### config.mk
export PLATFORM = sky130hd
export DESIGN_NAME = mono_bitmap_pixel_tripler_core_flat
export DESIGN_NICKNAME = d
export VERILOG_FILES = /design/src/hdl/mbpt_pkg.sv /design/src/hdl/mbpt_if.sv /design/src/hdl/mono_bitmap_pixel_tripler_core.sv /design/src/hdl/mbpt_packer.sv /design/src/hdl/mbpt_queue.sv /design/src/flat_wrapper.sv
export VERILOG_INCLUDE_DIRS = /design/src /design/src/hdl
export SDC_FILE = /design/constraint.sdc
export NUM_CORES = 1
export LEC_CHECK = 0
export ABC_AREA = 1
export BUFFER_PORTS_ARGS = -buffer_cell sky130_fd_sc_hd__clkbuf_2
export CORE_UTILIZATION = 35
export DETAILED_ROUTE_END_ITERATION = 6
export PLACE_DENSITY_LB_ADDON = 0.12
export SETUP_SLACK_MARGIN = 0.4
export SLEW_MARGIN = 20
export SYNTH_ARGS = -nofsm -noshare
export SYNTH_HDL_FRONTEND = slang
export SYNTH_SLANG_ARGS = --single-unit
export TNS_END_PERCENT = 30
### constraint.sdc
create_clock -name clock -period 5.9 [get_ports clock]
set_clock_uncertainty 0.05 [all_clocks]
set_input_delay 0.59 -clock clock [delete_from_list [all_inputs] [get_ports clock]]
set_output_delay 0.59 -clock clock [all_outputs]
set_load 0.05 [all_outputs]
### src/hdl/mono_bitmap_pixel_tripler_core_defines.svh
// assertion macros for the mono bitmap pixel tripler
`ifndef MONO_BITMAP_PIXEL_TRIPLER_CORE_DEFINES_SVH
`define MONO_BITMAP_PIXEL_TRIPLER_CORE_DEFINES_SVH

// same-cycle implication
`define MBPT_ASSERT_NOW(label, clk, rst, cond, prop, msg) \
   label: assert property (@(posedge clk) disable iff (rst) (cond) |-> (prop)) \
      else $error(msg);

// next-cycle implication
`define MBPT_ASSERT_NEXT(label, clk, rst, cond, prop, msg) \
   label: assert property (@(posedge clk) disable iff (rst) (cond) |=> (prop)) \
      else $error(msg);

`endif

### src/hdl/mbpt_pkg.sv
// shared types and constants for the mono bitmap pixel tripler
package mbpt_pkg;

   localparam int QUEUE_DEPTH    = 4;
   localparam int QUEUE_PTR_BITS = 2;
   localparam int CSR_BITS       = 12;
   localparam int ROW_WIDTH_RESET = 8;

   typedef struct packed {
      logic [31:0] host_word;
      logic        last_word;
   } word_type;

   typedef struct packed {
      logic     push_a;
      logic     push_b;
      word_type word_a;
      word_type word_b;
   } pack_out_type;

   typedef struct packed {
      logic [QUEUE_PTR_BITS:0] count;
      logic                    room;
   } queue_status_type;

endpackage

### src/hdl/mbpt_if.sv
// valid/ready channel interfaces for bitmap bytes and host words
interface mbpt_req_if;
   logic       valid;
   logic       ready;
   logic [7:0] bitmap_byte;
   logic       last_byte;

   modport source (output valid, output bitmap_byte, output last_byte, input ready);
   modport sink (input valid, input bitmap_byte, input last_byte, output ready);
endinterface

interface mbpt_rsp_if;
   logic        valid;
   logic        ready;
   logic [31:0] host_word;
   logic        last_word;

   modport source (output valid, output host_word, output last_word, input ready);
   modport sink (input valid, input host_word, input last_word, output ready);
endinterface

### src/hdl/mono_bitmap_pixel_tripler_core.sv
// mono bitmap pixel tripler: 1-bpp bytes in, tripled pixels packed into 32-bit host words out
// path: an input item is held in the input register, then written into the result queue that drives rsp_bus
// throughput: one input item per cycle while each item yields at most one word and rsp_bus.ready stays high
// an item that yields two words (full word plus final flush) pushes both at once; rsp_bus presents them one by one
// reset: synchronous, active high; clears queue and row state, row width returns to 8
`include "mono_bitmap_pixel_tripler_core_defines.svh"
module mono_bitmap_pixel_tripler_core
   import mbpt_pkg::*;
#(
   parameter int WIDTH_BITS = 12
) (
   input  logic                clock,
   input  logic                reset,
   mbpt_req_if.sink            req_bus,
   mbpt_rsp_if.source          rsp_bus,
   input  logic                csr_write_enable,
   input  logic [CSR_BITS-1:0] csr_write_data
);

   logic [WIDTH_BITS-1:0] row_width_ff, row_width_in;
   logic                  in_valid_ff, in_valid_in;
   logic [7:0]            in_byte_ff;
   logic                  in_last_ff;
   logic                  accept;
   logic                  advance;
   pack_out_type          pack_out;
   queue_status_type      status;

   assign advance       = in_valid_ff && status.room;
   assign req_bus.ready = !in_valid_ff || advance;
   assign accept        = req_bus.valid && req_bus.ready;

   always_comb begin
      row_width_in = csr_write_enable ? WIDTH_BITS'(csr_write_data) : row_width_ff;
      if (accept) begin
         in_valid_in = 1'b1;
      end else if (advance) begin
         in_valid_in = 1'b0;
      end else begin
         in_valid_in = in_valid_ff;
      end
   end

   always_ff @(posedge clock) begin
      if (accept) begin
         in_byte_ff <= req_bus.bitmap_byte;
         in_last_ff <= req_bus.last_byte;
      end
   end

   always_ff @(posedge clock) begin
      if (reset) begin
         row_width_ff <= WIDTH_BITS'(ROW_WIDTH_RESET);
         in_valid_ff  <= 1'b0;
      end else begin
         row_width_ff <= row_width_in;
         in_valid_ff  <= in_valid_in;
      end
   end

   mbpt_packer #(
      .WIDTH_BITS(WIDTH_BITS)
   ) u_packer (
      .clock      (clock),
      .reset      (reset),
      .advance    (advance),
      .bitmap_byte(in_byte_ff),
      .last_byte  (in_last_ff),
      .row_width  (row_width_ff),
      .pack_out   (pack_out)
   );

   mbpt_queue u_queue (
      .clock   (clock),
      .reset   (reset),
      .pack_out(pack_out),
      .rsp_bus (rsp_bus),
      .status  (status)
   );

   `MBPT_ASSERT_NOW(a_room_on_push, clock, reset, pack_out.push_a || pack_out.push_b, status.count <= (QUEUE_PTR_BITS+1)'(QUEUE_DEPTH - 2), "queue pushed without room for two words")
   `MBPT_ASSERT_NOW(a_flush_second, clock, reset, pack_out.push_b, pack_out.push_a && !pack_out.word_a.last_word && pack_out.word_b.last_word, "second word is not a closing flush")
   `MBPT_ASSERT_NEXT(a_word_visible, clock, reset, pack_out.push_a, rsp_bus.valid, "pushed word not presented")

endmodule

### src/hdl/mbpt_packer.sv
// pixel tripling, row tracking and little-endian word packing
module mbpt_packer
   import mbpt_pkg::*;
#(
   parameter int WIDTH_BITS = 12
) (
   input  logic                  clock,
   input  logic                  reset,
   input  logic                  advance,
   input  logic [7:0]            bitmap_byte,
   input  logic                  last_byte,
   input  logic [WIDTH_BITS-1:0] row_width,
   output pack_out_type          pack_out
);

   logic [WIDTH_BITS:0] pixels_left_ff, pixels_left_in;
   logic                at_row_start_ff, at_row_start_in;
   logic [23:0]         pending_bytes_ff, pending_bytes_in;
   logic [1:0]          pending_count_ff, pending_count_in;

   logic [WIDTH_BITS:0] row_pixels;
   logic [WIDTH_BITS:0] cur_pixels;
   logic [WIDTH_BITS:0] rest_pixels;
   logic [3:0]          take;
   logic [23:0]         tripled;
   logic [23:0]         new_le;
   logic [4:0]          byte_sum;
   logic [1:0]          nbytes;
   logic [47:0]         combined;
   logic [2:0]          total;
   logic                full;
   logic [23:0]         leftover;
   logic [1:0]          left_count;

   always_comb begin
      row_pixels = (row_width == '0) ? {1'b1, {WIDTH_BITS{1'b0}}} : {1'b0, row_width};
      cur_pixels = at_row_start_ff ? row_pixels : pixels_left_ff;
      take = (cur_pixels < (WIDTH_BITS+1)'(8)) ? cur_pixels[3:0] : 4'd8;
      rest_pixels = cur_pixels - (WIDTH_BITS+1)'(take);

      for (int i = 0; i < 8; i++) begin
         tripled[23-3*i -: 3] = ((4'(i) < take) && bitmap_byte[7-i]) ? 3'b111 : 3'b000;
      end

      byte_sum = 5'(take) * 5'd3 + 5'd7;
      nbytes   = byte_sum[4:3];
      new_le   = {tripled[7:0], tripled[15:8], tripled[23:16]};
      combined = {24'b0, pending_bytes_ff} | ({24'b0, new_le} << {pending_count_ff, 3'b000});
      total    = {1'b0, pending_count_ff} + {1'b0, nbytes};
      full     = total[2];
      leftover = full ? {8'b0, combined[47:32]} : combined[23:0];
      left_count = total[1:0];
   end

   // full word goes first, any zero-filled flush after it
   always_comb begin
      pack_out.push_a = advance && (full || (last_byte && (left_count != 2'd0)));
      pack_out.push_b = advance && full && last_byte && (left_count != 2'd0);
      if (full) begin
         pack_out.word_a.host_word = combined[31:0];
         pack_out.word_a.last_word = last_byte && (left_count == 2'd0);
      end else begin
         pack_out.word_a.host_word = {8'b0, leftover};
         pack_out.word_a.last_word = 1'b1;
      end
      pack_out.word_b.host_word = {8'b0, leftover};
      pack_out.word_b.last_word = 1'b1;
   end

   always_comb begin
      pixels_left_in   = pixels_left_ff;
      at_row_start_in  = at_row_start_ff;
      pending_bytes_in = pending_bytes_ff;
      pending_count_in = pending_count_ff;
      if (advance) begin
         if (last_byte) begin
            pixels_left_in   = '0;
            at_row_start_in  = 1'b1;
            pending_bytes_in = '0;
            pending_count_in = '0;
         end else begin
            pixels_left_in   = rest_pixels;
            at_row_start_in  = (rest_pixels == '0);
            pending_bytes_in = leftover;
            pending_count_in = left_count;
         end
      end
   end

   always_ff @(posedge clock) begin
      if (reset) begin
         pixels_left_ff   <= '0;
         at_row_start_ff  <= 1'b1;
         pending_bytes_ff <= '0;
         pending_count_ff <= '0;
      end else begin
         pixels_left_ff   <= pixels_left_in;
         at_row_start_ff  <= at_row_start_in;
         pending_bytes_ff <= pending_bytes_in;
         pending_count_ff <= pending_count_in;
      end
   end

endmodule

### src/hdl/mbpt_queue.sv
// four-entry result queue taking up to two words per cycle
module mbpt_queue
   import mbpt_pkg::*;
(
   input  logic             clock,
   input  logic             reset,
   input  pack_out_type     pack_out,
   mbpt_rsp_if.source       rsp_bus,
   output queue_status_type status
);

   word_type                  entry_ff [QUEUE_DEPTH];
   logic [QUEUE_PTR_BITS-1:0] wr_ptr_ff, wr_ptr_in;
   logic [QUEUE_PTR_BITS-1:0] rd_ptr_ff, rd_ptr_in;
   logic [QUEUE_PTR_BITS:0]   count_ff, count_in;
   logic [QUEUE_PTR_BITS-1:0] wr_ptr_next;
   logic                      pop;

   assign pop               = rsp_bus.valid && rsp_bus.ready;
   assign rsp_bus.valid     = (count_ff != '0);
   assign rsp_bus.host_word = entry_ff[rd_ptr_ff].host_word;
   assign rsp_bus.last_word = entry_ff[rd_ptr_ff].last_word;
   assign wr_ptr_next       = wr_ptr_ff + 1'b1;

   assign status.count = count_ff;
   assign status.room  = (count_ff <= (QUEUE_PTR_BITS+1)'(QUEUE_DEPTH - 2));

   always_comb begin
      wr_ptr_in = wr_ptr_ff + QUEUE_PTR_BITS'(pack_out.push_a) + QUEUE_PTR_BITS'(pack_out.push_b);
      rd_ptr_in = rd_ptr_ff + QUEUE_PTR_BITS'(pop);
      count_in  = count_ff + (QUEUE_PTR_BITS+1)'(pack_out.push_a)
                  + (QUEUE_PTR_BITS+1)'(pack_out.push_b) - (QUEUE_PTR_BITS+1)'(pop);
   end

   always_ff @(posedge clock) begin
      if (pack_out.push_a) begin
         entry_ff[wr_ptr_ff] <= pack_out.word_a;
      end
      if (pack_out.push_b) begin
         entry_ff[wr_ptr_next] <= pack_out.word_b;
      end
   end

   always_ff @(posedge clock) begin
      if (reset) begin
         wr_ptr_ff <= '0;
         rd_ptr_ff <= '0;
         count_ff  <= '0;
      end else begin
         wr_ptr_ff <= wr_ptr_in;
         rd_ptr_ff <= rd_ptr_in;
         count_ff  <= count_in;
      end
   end

endmodule
### src/flat_wrapper.sv
// flat-port wrapper written by rule: the top's interface ports become plain ports
module mono_bitmap_pixel_tripler_core_flat import mbpt_pkg::*;
#(
   parameter int WIDTH_BITS = 12
)
  (clock, reset, csr_write_enable, csr_write_data, req_bus_valid, req_bus_bitmap_byte, req_bus_last_byte, req_bus_ready, rsp_bus_valid, rsp_bus_host_word, rsp_bus_last_word, rsp_bus_ready);
  mbpt_req_if req_bus_i ();
  mbpt_rsp_if rsp_bus_i ();
  input  logic clock;
  input  logic reset;
  input  logic csr_write_enable;
  input  logic [CSR_BITS-1:0] csr_write_data;
  input wire logic [$bits(req_bus_i.valid)-1:0] req_bus_valid;
  input wire logic [$bits(req_bus_i.bitmap_byte)-1:0] req_bus_bitmap_byte;
  input wire logic [$bits(req_bus_i.last_byte)-1:0] req_bus_last_byte;
  output wire logic [$bits(req_bus_i.ready)-1:0] req_bus_ready;
  output wire logic [$bits(rsp_bus_i.valid)-1:0] rsp_bus_valid;
  output wire logic [$bits(rsp_bus_i.host_word)-1:0] rsp_bus_host_word;
  output wire logic [$bits(rsp_bus_i.last_word)-1:0] rsp_bus_last_word;
  input wire logic [$bits(rsp_bus_i.ready)-1:0] rsp_bus_ready;
  assign req_bus_i.valid = req_bus_valid;
  assign req_bus_i.bitmap_byte = req_bus_bitmap_byte;
  assign req_bus_i.last_byte = req_bus_last_byte;
  assign req_bus_ready = req_bus_i.ready;
  assign rsp_bus_valid = rsp_bus_i.valid;
  assign rsp_bus_host_word = rsp_bus_i.host_word;
  assign rsp_bus_last_word = rsp_bus_i.last_word;
  assign rsp_bus_i.ready = rsp_bus_ready;
  mono_bitmap_pixel_tripler_core #(.WIDTH_BITS(WIDTH_BITS)) u_core (.clock(clock), .reset(reset), .req_bus(req_bus_i), .rsp_bus(rsp_bus_i), .csr_write_enable(csr_write_enable), .csr_write_data(csr_write_data));
endmodule
==> key figures, run 1 <==
Timing
  • F_max: 200.4 MHz
  • WHS: 0.2100 ns
  • RSZ-0062 raised after global routing: false
  • Worst slew pin tran: 0.8529 ns
  • Final setup TNS: 0 ns
  • Hold Vio Cnt, Final: 0
  • Tcrit/Tclk final: 84.58%
  • Slew headroom: 43.06%
  • Min Tclk post-route: 4.990 ns
  • Final Max Tran Viols: 0
  • Final setup vio count: 0

Clock tree
  • CTS clk-pin slew, worst paths: 0.06 ns
  • Clk root buf: clkbuf_16
  • Worst-Skew Late Latency: 0.51 ns
  • H-tree depth: 1
  • Clk buf depth: 3
  • CTS tree: done
  • Hold buffer count at CTS: 0
  • Cts bufs inserted: 23
  • CTS Sinks: 201

Worst setup path
  • CP required: 6.22 ns
  • Critical path peak fanout: 12
  • Worst setup EP type: flip-flop
  • Worst path slowest cell: fa_1
  • Critical path type: flip-flop to flip-flop
  • Crit path DAT: 5.32 ns
  • Crit-path max cell delay: 0.46 ns
  • CP Launch Type: flip-flop

Route
  • DRT iter0 DRCs: 570
  • TritonRoute pass-1 iters: 5
  • Final wirelength: 27630 µm
  • Vias: 7958
  • Routed Antenna Nets: 0
  • DR DRC count: 0
  • Via density: 4.931
  • DR WL/cell: 17.12 µm

Placed design
  • Hpwl dp: 18180 µm
  • PortBufs: 60
  • GP Congestion: 0.8234

Logic synthesis
  • Post-synth top cells: 247 x nand2_1, 149 x nor2_1, 129 x o21ai_0
  • Synthesized area: 9734 µm²
  • Seq/Total Area, Yosys: 52.13%
  • Top FF cell, synth: edfxtp_1
  • Synth Net Count: 1211
  • Syn Inst Count: 1170
  • Synth Register Bits: 201
  • Area leader, netlist: edfxtp_1
  • Most instantiated library cell after synthesis: nand2_1
  • Synth area leaders: edfxtp_1 32%, dfxtp_1 20%, nand2_1 9.5%
  • Unique cell type count in the Yosys netlist: 43
  • Synthesized area per cell: 8.320 µm²
  • EDFF count, synth: 105
  • Synth top area share: 32.39%
  • Ys async rst share: 0%
  • Warnings, synthesis: 0

GRT
  • Largest net degree at the start of global routing: 69
  • Global-route wire length before repair: 43390 µm
  • Grt total ovfl: 0
  • Number of global-route vias before repair: 7615
  • Initial antenna violation count: 0
  • Tot GR Track Use: 19.57%

Job
  • Max Cap Viol: 0

Min path
  • Worst min-delay path category: input port to flip-flop

Floorplan
  • Starting density of the core: 35.92%
  • Total core area: 27100 µm²
  • Die footprint: 28480 µm²
  • # IOs: 61
  • FP Rows: 60
  • Die Height: 168.8 µm
  • Die Wd: 168.8 µm

Status
  • Status: finished clean

Layout
  • Antenna cells: 0
  • # nets final: 1267
  • Layout cells sized above 1: 16.91%
  • Post-Route Utilization: 41.61%
  • Area grow syn2layout: 15.85%

Power
  • Pwr/cell area: 440.2 nW/µm²
  • P_leak: 4.348 nW
  • Maximum VDD drop: 226.5 µV
## repair_timing
action | 4_1_cts | 5_1_grt
pin swaps | 0 | 2
setup endpoints to repair | 51 | 225
endpoints found under the hold margin | 0 | 0
setup buffers | 0 | 2
resized for setup | 1 | 18
## cells in the final DEF (no fill, tap or decap), types with 3 or more instances in the layout
| cell | instances |
|---|---|
| nand2_1 | 246 |
| inv_2 | 14 |
| o21ai_0 | 128 |
| clkbuf_16 | 23 |
| clkbuf_8 | 5 |
| o22ai_1 | 64 |
| a21oi_2 | 4 |
| nand3_2 | 5 |
| o21ai_2 | 11 |
| nor3_2 | 4 |
| inv_1 | 102 |
| clkinv_2 | 8 |
| ha_1 | 11 |
| clkbuf_2 | 60 |
| fa_1 | 4 |
| or2_1 | 3 |
| dfxtp_1 | 94 |
| nor2_4 | 8 |
| nor2_1 | 144 |
| buf_4 | 24 |
| or2_2 | 5 |
| xnor2_1 | 6 |
| nand4_1 | 6 |
| nand3_1 | 34 |
| a21oi_1 | 51 |
| nor2_2 | 4 |
| xor2_1 | 5 |
| o21ai_1 | 16 |
| nand2_2 | 20 |
| edfxtp_1 | 105 |
| clkbuf_1 | 3 |
## final timing paths
check                                        from                             end  slack, ns  depth (start not counted)
setup / recovery  u_core.u_packer.at_row_start_ff      u_core.u_queue.count_ff[2]       0.91                         25
hold / removal             req_bus_bitmap_byte[4]            u_core.in_byte_ff[4]       0.21                          1
setup reg to reg  u_core.u_packer.at_row_start_ff      u_core.u_queue.count_ff[2]       0.91                         25
hold reg to reg    u_core.u_queue.entry_ff[2][28]  u_core.u_queue.entry_ff[2][28]       0.40                          2
## cell type report
type	instances	area, µm²
clock buffers	30	641.9
clock inverters	11	108.9
fillers	2793	15820
inverters	121	464.2
multi-input cells	794	4025
flip-flops and latches	201	5077
well taps	372	465.4
repair buffers	85	494.2
## critical path: cells and delay by family, from the launching register on
kind | cells | cell delay (ns)
adder cells (fa/ha/maj) | 6 | 2.10
AND/OR/NAND/NOR | 10 | 1.28
XOR/XNOR | 2 | 0.38
flip-flops | 1 | 0.37
buffers and inverters | 4 | 0.35
AO/OA/AOI/OAI | 3 | 0.34
## cells by family (layout without fill, tap and decap cells)
family	count (synthesis)	after routing	synth area share, %
adders and majority gates	15	15	2.237
AOI/OAI and AO/OA	282	282	16.25
and+or+nand+nor	486	486	21.35
buffers and inverters	175	247	7.044
DFF	201	201	52.13
xor gates and xnor gates	11	11	0.9897
## power by group
part | switching [mW] | internal (mW)
Clock | 0.567 | 0.851
Sequential | 0.0636 | 1.60
Combinational | 1.43 | 0.451
Total | 2.06 | 2.91
## registers in the layout, indices dropped and copies added, names as in the netlist
register                          cells
u_core.u_queue.rd_ptr_ff              2
u_core.in_valid_ff                    1
u_core.row_width_ff                  12
u_core.in_last_ff                     1
u_core.u_packer.pixels_left_ff       13
u_core.in_byte_ff                     8
u_core.u_packer.at_row_start_ff       1
u_core.u_packer.pending_count_ff      2
u_core.u_queue.wr_ptr_ff              2
u_core.u_queue.count_ff               3
u_core.u_queue.entry_ff             132
u_core.u_packer.pending_bytes_ff     24
## stage by stage
stage / setup slack (ns) / std cells / instance area (µm²) / total power [mW]
final: 0.9099 / 1614 / 11280 / 4.964
after global routing: 0.4735 / 1614 / 11280 / 5.236
after CTS: 0.3577 / 1612 / 11200 / 5.004
after detailed placement: 0.3462 / 1571 / 10450 / 3.577
after global placement: 0.4321 / 1571 / 10450 / 3.571
after floorplan: 1.091 / 1170 / 9734 / 3.110
## layer usage
metal,part of all wire (%),wire length [µm],vias up,global-route usage [%]
met4,1.3,349,0,4.111
met1,47,13020,3717,27.38
met3,5.0,1387,26,2.198
met5,0,0,-,0
li1,-,-,4019,-
met2,47,12870,196,32.54
Power figures use the tool's default switching activity.
==> run 2, diff against run 1 <==
--- a/config.mk
+++ b/config.mk
@@ -6,7 +6,7 @@
 export SDC_FILE = /design/constraint.sdc
 export NUM_CORES = 1
 export LEC_CHECK = 0
-export ABC_AREA = 1
+export ABC_AREA = 0
 export BUFFER_PORTS_ARGS = -buffer_cell sky130_fd_sc_hd__clkbuf_2
 export CORE_UTILIZATION = 35
 export DETAILED_ROUTE_END_ITERATION = 6
==> constraint.sdc (replaced) <==
create_clock -name clock -period 4.3 [get_ports clock]
set_clock_uncertainty 0.05 [all_clocks]
set_input_delay 0.43 -clock clock [delete_from_list [all_inputs] [get_ports clock]]
set_output_delay 0.43 -clock clock [all_outputs]
set_load 0.05 [all_outputs]
==> run 2 against run 1 <==
The run now ends with negative setup slack left. Highest routed layer unchanged. Critical path depth shrank 3. Final cell count is 13% lower. Die area fell by 0.17%. Via count shrank 2.8%. Critical path type unchanged. Routed wire length up 8.8%. Final area increased by 15%.
==> key figures, run 2 <==
Status
  • Status: finished with violations
  • Failing checks: negative setup slack

Timing
  • RSZ-0062 raised after global routing: true
  • Slew headroom: 34.26%
  • Hold Vio Cnt, Final: 0
  • Setup ws final: -0.3766 ns
  • WHS: 0.03997 ns
  • Final Max Tran Viols: 0
  • Min Tclk post-route: 4.677 ns
  • Final setup TNS: -40.61 ns
  • Tcrit/Tclk final: 108.8%
  • Worst slew pin tran: 0.9778 ns
  • F_max: 213.8 MHz
  • Final setup vio count: 226

Placed design
  • PortBufs: 60
  • GP Congestion: 0.8325
  • Hpwl dp: 19610 µm
  • Placed cell count: 1330

Clock tree
  • Worst-Skew Late Latency: 0.52 ns
  • CTS Sinks: 201
  • CTS clk-pin slew, worst paths: 0.06 ns
  • H-tree depth: 1
  • CTS tree: done
  • Cts bufs inserted: 24
  • Clk root buf: clkbuf_16
  • Clk buf depth: 3

Layout
  • Area grow syn2layout: 34.00%
  • Post-Route Utilization: 48.05%
  • Most frequent cells in the layout: 105 x edfxtp_1, 91 x dfxtp_1, 88 x buf_4
  • Cell Count, Final, Fillers Out: 1405
  • Antenna cells: 0
  • Max reg flops: 132
  • Top flop regs: u_core.u_queue.entry_ff x132, u_core.u_packer.pending_bytes_ff x24, u_core.u_packer.pixels_left_ff x13
  • Layout cells sized above 1: 38.24%
  • Largest Register: u_core.u_queue.entry_ff
  • Filler cell count: 2478
  • Most common cell after layout, fill and taps aside: edfxtp_1
  • # nets final: 1056

GRT
  • Global-route wire length before repair: 46150 µm
  • Tot GR Track Use: 21.32%
  • GRT met3 Usage: 2.712%
  • Grt total ovfl: 0
  • Largest net degree at the start of global routing: 35
  • Initial antenna violation count: 0
  • Number of global-route vias before repair: 7667
  • Met2 Usage GRT: 33.86%
  • Busiest grt layer: met2
  • Met1 Use GR: 30.39%

Min path
  • Worst min-delay path category: input port to flip-flop
  • Worst min-delay path startpoint: req_bus_last_byte

Logic synthesis
  • Warnings, synthesis: 0
  • EDFF count, synth: 105
  • Synth top area share: 32.44%
  • Post-synth top cells: 105 x edfxtp_1, 96 x dfxtp_1, 88 x nor2_1
  • Synthesized area per cell: 11.35 µm²
  • Synth Net Count: 897
  • Synth Register Bits: 201
  • Most instantiated library cell after synthesis: edfxtp_1
  • Unique cell type count in the Yosys netlist: 78
  • Syn Inst Count: 856
  • Seq/Total Area, Yosys: 52.22%
  • Top FF cell, synth: edfxtp_1
  • Ys async rst share: 0%
  • Synth area leaders: edfxtp_1 32%, dfxtp_1 20%, mux4_2 7.6%
  • Area leader, netlist: edfxtp_1
  • Synthesized area: 9718 µm²

Floorplan
  • Starting density of the core: 35.86%
  • Die Wd: 168.6 µm
  • Die footprint: 28440 µm²
  • # IOs: 61
  • Die Height: 168.6 µm
  • Total core area: 27100 µm²
  • FP Rows: 60

Route
  • TritonRoute pass-1 iters: 5
  • Via density: 5.507
  • DRT iter0 DRCs: 556
  • Vias: 7738
  • Final wirelength: 30070 µm
  • DR DRC count: 0
  • DR WL/cell: 21.40 µm
  • Routed Antenna Nets: 0

Worst setup path
  • Critical Path Source: u_core.u_packer.at_row_start_ff
  • Critical path type: flip-flop to flip-flop
  • Worst setup EP type: flip-flop
  • CP required: 4.48 ns
  • CP Launch Type: flip-flop
  • Critical path peak fanout: 6
  • Crit path DAT: 4.86 ns
  • Worst reg2reg startpoint: u_core.u_packer.at_row_start_ff

Power
  • Pwr Total: 6.762 mW
  • P_leak: 4.900 nW
  • Maximum VDD drop: 286.0 µV
  • Pwr/cell area: 519.3 nW/µm²

Job
  • Max Cap Viol: 0
## run 2: changes by cell type after synthesis, moves of 22 or more
cell,delta
nor2_1,-61
mux2i_1,+24
mux4_2,+33
a22o_1,+22
inv_1,-72
nand3_1,-22
nand2_1,-205
o21ai_0,-104
## run 2: path summary, 6_finish.rpt
| check | endpoint | slack [ns] | cells after the start |
|---|---|---|---|
| max | u_core.u_queue.entry_ff[2][17] | -0.38 | 22 |
| min | u_core.in_last_ff | 0.04 | 1 |
| max reg2reg | u_core.u_queue.entry_ff[2][17] | -0.38 | 22 |
| min reg2reg | u_core.u_packer.pending_bytes_ff[13] | 0.40 | 1 |
## run 2: cell type report
| type | count | area [µm²] | area share [%] |
|---|---|---|---|
| Multi-Input combinational cell | 562 | 4863 | 37.35 |
| Tap cell | 372 | 465.4 | 3.574 |
| Clock inverter | 15 | 115.1 | 0.8839 |
| Inverter | 34 | 147.6 | 1.134 |
| Timing Repair Buffer | 192 | 1725 | 13.25 |
| Sequential cell | 201 | 5086 | 39.06 |
| Clock buffer | 29 | 619.3 | 4.756 |
## run 2: per-stage QoR
step	cell area [µm²]	setup slack [ns]
detailed placement	11280	-0.5630
floorplan	9894	-0.6281
CTS	12640	-0.4337
global placement	11280	-0.5096
finish	13020	-0.3766
global route	13020	-0.4946
## run 2: kinds of logic after synthesis
group | synth area share, %
fa+ha+maj | 2.240
simple gates | 12.41
buf+inv | 3.927
compound gates | 17.83
flops | 52.22
mux | 10.47
xor+xnor | 0.9012
## run 2: where the power goes
| group | leakage [nW] | internal (mW) | switching [mW] |
|---|---|---|---|
| registers | 1.84 | 2.20 | 0.168 |
| clock network | 0.347 | 1.09 | 0.809 |
| logic | 2.72 | 0.955 | 1.54 |
| total | 4.90 | 4.24 | 2.52 |
## run 2: per-layer routing
metal | vias to the layer above | wire (µm)
li1 | 3622 | -
met1 | 3849 | 14110
met2 | 238 | 13930
met3 | 29 | 1540
met4 | 0 | 486
met5 | - | 0
## run 2: worst max-delay path, cell delays in order, from the launching register on
cell and delay (ns):
dfxtp_4 0.36, buf_6 0.14, buf_12 0.13, nor3_4 0.21, o22ai_4 0.10, or3_4 0.36, inv_4 0.08, nand2b_4 0.07
ha_4 0.26, inv_2 0.04, ha_4 0.22, a31o_4 0.22, a21oi_4 0.17, xor2_2 0.16, fa_2 0.48, nand2b_4 0.11
buf_6 0.10, a21oi_4 0.06, buf_6 0.16, or3_4 0.37, and2_4 0.16, clkinvlp_4 0.19, clkbuf_16 0.19
## run 2: what timing repair did
item                       CTS  global route
resized for setup           88            57
hold buffers                 0             0
pin swaps                   24            22
cloned                       6             3
hold endpoints to repair     0             0
setup buffers                9            13
setup endpoints to repair  254           254
==> run 3, diff against run 2 <==
--- a/config.mk
+++ b/config.mk
@@ -8,6 +8,7 @@
 export LEC_CHECK = 0
 export ABC_AREA = 0
 export BUFFER_PORTS_ARGS = -buffer_cell sky130_fd_sc_hd__clkbuf_2
+export CORE_ASPECT_RATIO = 1.75
 export CORE_UTILIZATION = 35
 export DETAILED_ROUTE_END_ITERATION = 6
 export PLACE_DENSITY_LB_ADDON = 0.12
==> run 3 against run 2 <==
The run still ends with negative setup slack left. Largest cell class unchanged. Highest routed layer unchanged. Routed wire length grew 4.2%. Final cell count is the same. Combinational power shrank 2%. Largest power group unchanged. Critical path type unchanged. Worst hold slack lost 0.00057 ns. Global-route usage grew 0.86 points.
==> key figures, run 3 (synthesis results as in run 2) <==
Status
  • Status: finished with violations
  • Failing checks: negative setup slack

Placed design
  • PortBufs: 60
  • Area post-placement: 11380 µm²
  • GP Congestion: 0.8837
  • Placed cell count: 1339
  • Hpwl dp: 22360 µm

Worst setup path
  • Crit-path max cell delay: 0.52 ns
  • CP delay by family, top: adder cells
  • Worst Setup EP: u_core.u_queue.count_ff[1]
  • Worst setup EP type: flip-flop
  • Worst reg2reg startpoint: u_core.row_width_ff[9]
  • Critical path peak fanout: 3
  • Critical Path Source: u_core.row_width_ff[9]
  • Critical path depth: 19
  • RR Endpoint: u_core.u_queue.count_ff[1]
  • R2R setup slack: -0.37 ns
  • Critical path type: flip-flop to flip-flop
  • CP bufs+invs: 3
  • CP cell instances: or3b_1, o41ai_4, or3_4, inv_4, nand2b_4, ha_4, inv_4, ha_4, a31o_2, a21oi_2, xor2_1, fa_1, nand2b_4, o2111ai_4, ha_1, inv_1, fa_2, fa_2, nor2b_1
  • CP Launch Type: flip-flop
  • Worst path slowest cell: fa_2
  • Crit path DAT: 5.07 ns
  • CP required: 4.70 ns
  • Reg2reg path depth: 19

Floorplan
  • Total core area: 27330 µm²
  • FP Rows: 80
  • Die Height: 222.4 µm
  • Die Wd: 128.0 µm
  • Die footprint: 28460 µm²
  • # IOs: 61
  • Starting density of the core: 35.56%

Route
  • Final wirelength: 31330 µm
  • Via density: 5.499
  • DRT iter0 DRCs: 427
  • Routed Antenna Nets: 0
  • DR DRC count: 0
  • Vias: 7726
  • TritonRoute pass-1 iters: 5
  • DR WL/cell: 22.30 µm

Clock tree
  • Hold buffer count at CTS: 0
  • CTS tree: done
  • Cts bufs inserted: 21
  • Worst-Skew Late Latency: 0.52 ns
  • Clk root buf: clkbuf_16
  • H-tree depth: 1
  • Clk buf depth: 3
  • CTS Sinks: 201
  • CTS clk-pin slew, worst paths: 0.07 ns

Layout
  • Largest Register: u_core.u_queue.entry_ff
  • Area grow syn2layout: 32.21%
  • Most common cell after layout, fill and taps aside: buf_4
  • Filler cell count: 2519
  • Post-Route Utilization: 47.02%
  • Top flop regs: u_core.u_queue.entry_ff x132, u_core.u_packer.pending_bytes_ff x24, u_core.u_packer.pixels_left_ff x13
  • # nets final: 1062
  • Layout cells sized above 1: 38.32%
  • FF/Latch Area: 5084 µm²
  • Finished Cell Area: 12850 µm²
  • Multi-input combinational cell area: 4796 µm²
  • Max reg flops: 132
  • Cell Count, Final, Fillers Out: 1405
  • Antenna cells: 0
  • Most frequent cells in the layout: 106 x buf_4, 105 x edfxtp_1, 91 x dfxtp_1

GRT
  • Busiest grt layer: met2
  • Number of global-route vias before repair: 8123
  • Tot GR Track Use: 22.18%
  • Initial antenna violation count: 0
  • GRT met3 Usage: 2.288%
  • Largest net degree at the start of global routing: 35
  • Global-route wire length before repair: 47290 µm
  • Grt total ovfl: 0
  • Met2 Usage GRT: 43.34%
  • Met1 Use GR: 22.78%

Job
  • Max Cap Viol: 0

Min path
  • Worst min-delay path startpoint: req_bus_last_byte
  • Worst min-delay path category: input port to flip-flop

Power
  • Pwr Total: 6.598 mW
  • Sw Share: 38.25%
  • Internal: 4.075 mW
  • P_leak: 4.739 nW
  • Logic gate share of total power: 37.2%
  • Reg power frac: 35.7%
  • NetSw: 2.524 mW
  • Pwr/cell area: 513.5 nW/µm²
  • Clock Power Share: 27.1%
  • Maximum VDD drop: 362.7 µV

Timing
  • RSZ-0062 raised after global routing: true
  • Min Tclk post-route: 4.671 ns
  • Final Max Tran Viols: 0
  • Hold Vio Cnt, Final: 0
  • Worst slew pin tran: 1.074 ns
  • Slew headroom: 28.39%
  • Final setup vio count: 225
  • Tcrit/Tclk final: 108.6%
  • Setup ws final: -0.3706 ns
  • F_max: 214.1 MHz
==> run 3: stage by stage <==
step           hold slack (ns)  TNS (ns)  worst slack (ns)
2_1_floorplan           0.3673    -97.46           -0.6281
3_3_place_gp            0.3803    -93.50           -0.6070
3_5_place_dp            0.3867   -105.40           -0.6703
4_1_cts                0.01945    -28.75           -0.3428
5_1_grt                0.02753    -67.51           -0.5074
6_report               0.03940    -39.13           -0.3706
==> run 3: worst reg2reg max path: cells and delay by family, from the launching register on <==
kind / cells / cell delay (ns)
adder cells (fa/ha/maj): 6 / 2.07
AND/OR/NAND/NOR: 5 / 0.99
AO/OA/AOI/OAI: 4 / 0.80
flip-flops: 1 / 0.37
XOR/XNOR: 1 / 0.18
buffers and inverters: 3 / 0.14
==> run 3: power by group through the flow <==
stage | combinational [mW] | clock, mW | sequential (mW)
global route | 2.61 | 1.90 | 2.38
global placement | 2.29 | 0 | 2.39
detailed placement | 2.29 | 0 | 2.40
floorplan | 1.61 | 0 | 2.30
finish | 2.45 | 1.79 | 2.36
CTS | 2.43 | 1.83 | 2.36
==> run 3: layout make-up <==
class	count	area share [%]
repair buffers	201	13.18
well taps	369	3.593
multi-input cells	562	37.33
flip-flops and latches	201	39.57
clock buffers	23	4.148
clock inverters	15	1.042
inverters	34	1.149
==> run 3: what timing repair did <==
| action | CTS | global route |
|---|---|---|
| endpoints found under the setup margin | 254 | 252 |
| buffers inserted | 14 | 8 |
| cloned | 3 | 3 |
| pin swaps | 10 | 7 |
| hold endpoints to repair | 0 | 0 |
| resized for setup | 82 | 32 |
==> run 3: how the worst min path moves through the flow <==
stage,slack (ns),cells past startpoint,end
3_3_place_gp,0.38,1,u_core.u_packer.pending_bytes_ff[13]
5_1_grt,0.03,1,u_core.in_last_ff
3_5_place_dp,0.39,2,u_core.u_queue.entry_ff[3][32]
2_1_floorplan,0.37,1,u_core.u_packer.pending_bytes_ff[13]
4_1_cts,0.02,1,u_core.in_last_ff
6_report,0.04,1,u_core.in_last_ff
==> run 3: metal layers <==
metal / part of all wire (%) / vias up / routed length (µm)
li1: - / 3623 / -
met1: 36 / 3856 / 11130
met2: 57 / 177 / 17800
met3: 3.0 / 70 / 939
met4: 4.7 / 0 / 1472
met5: 0 / - / 0
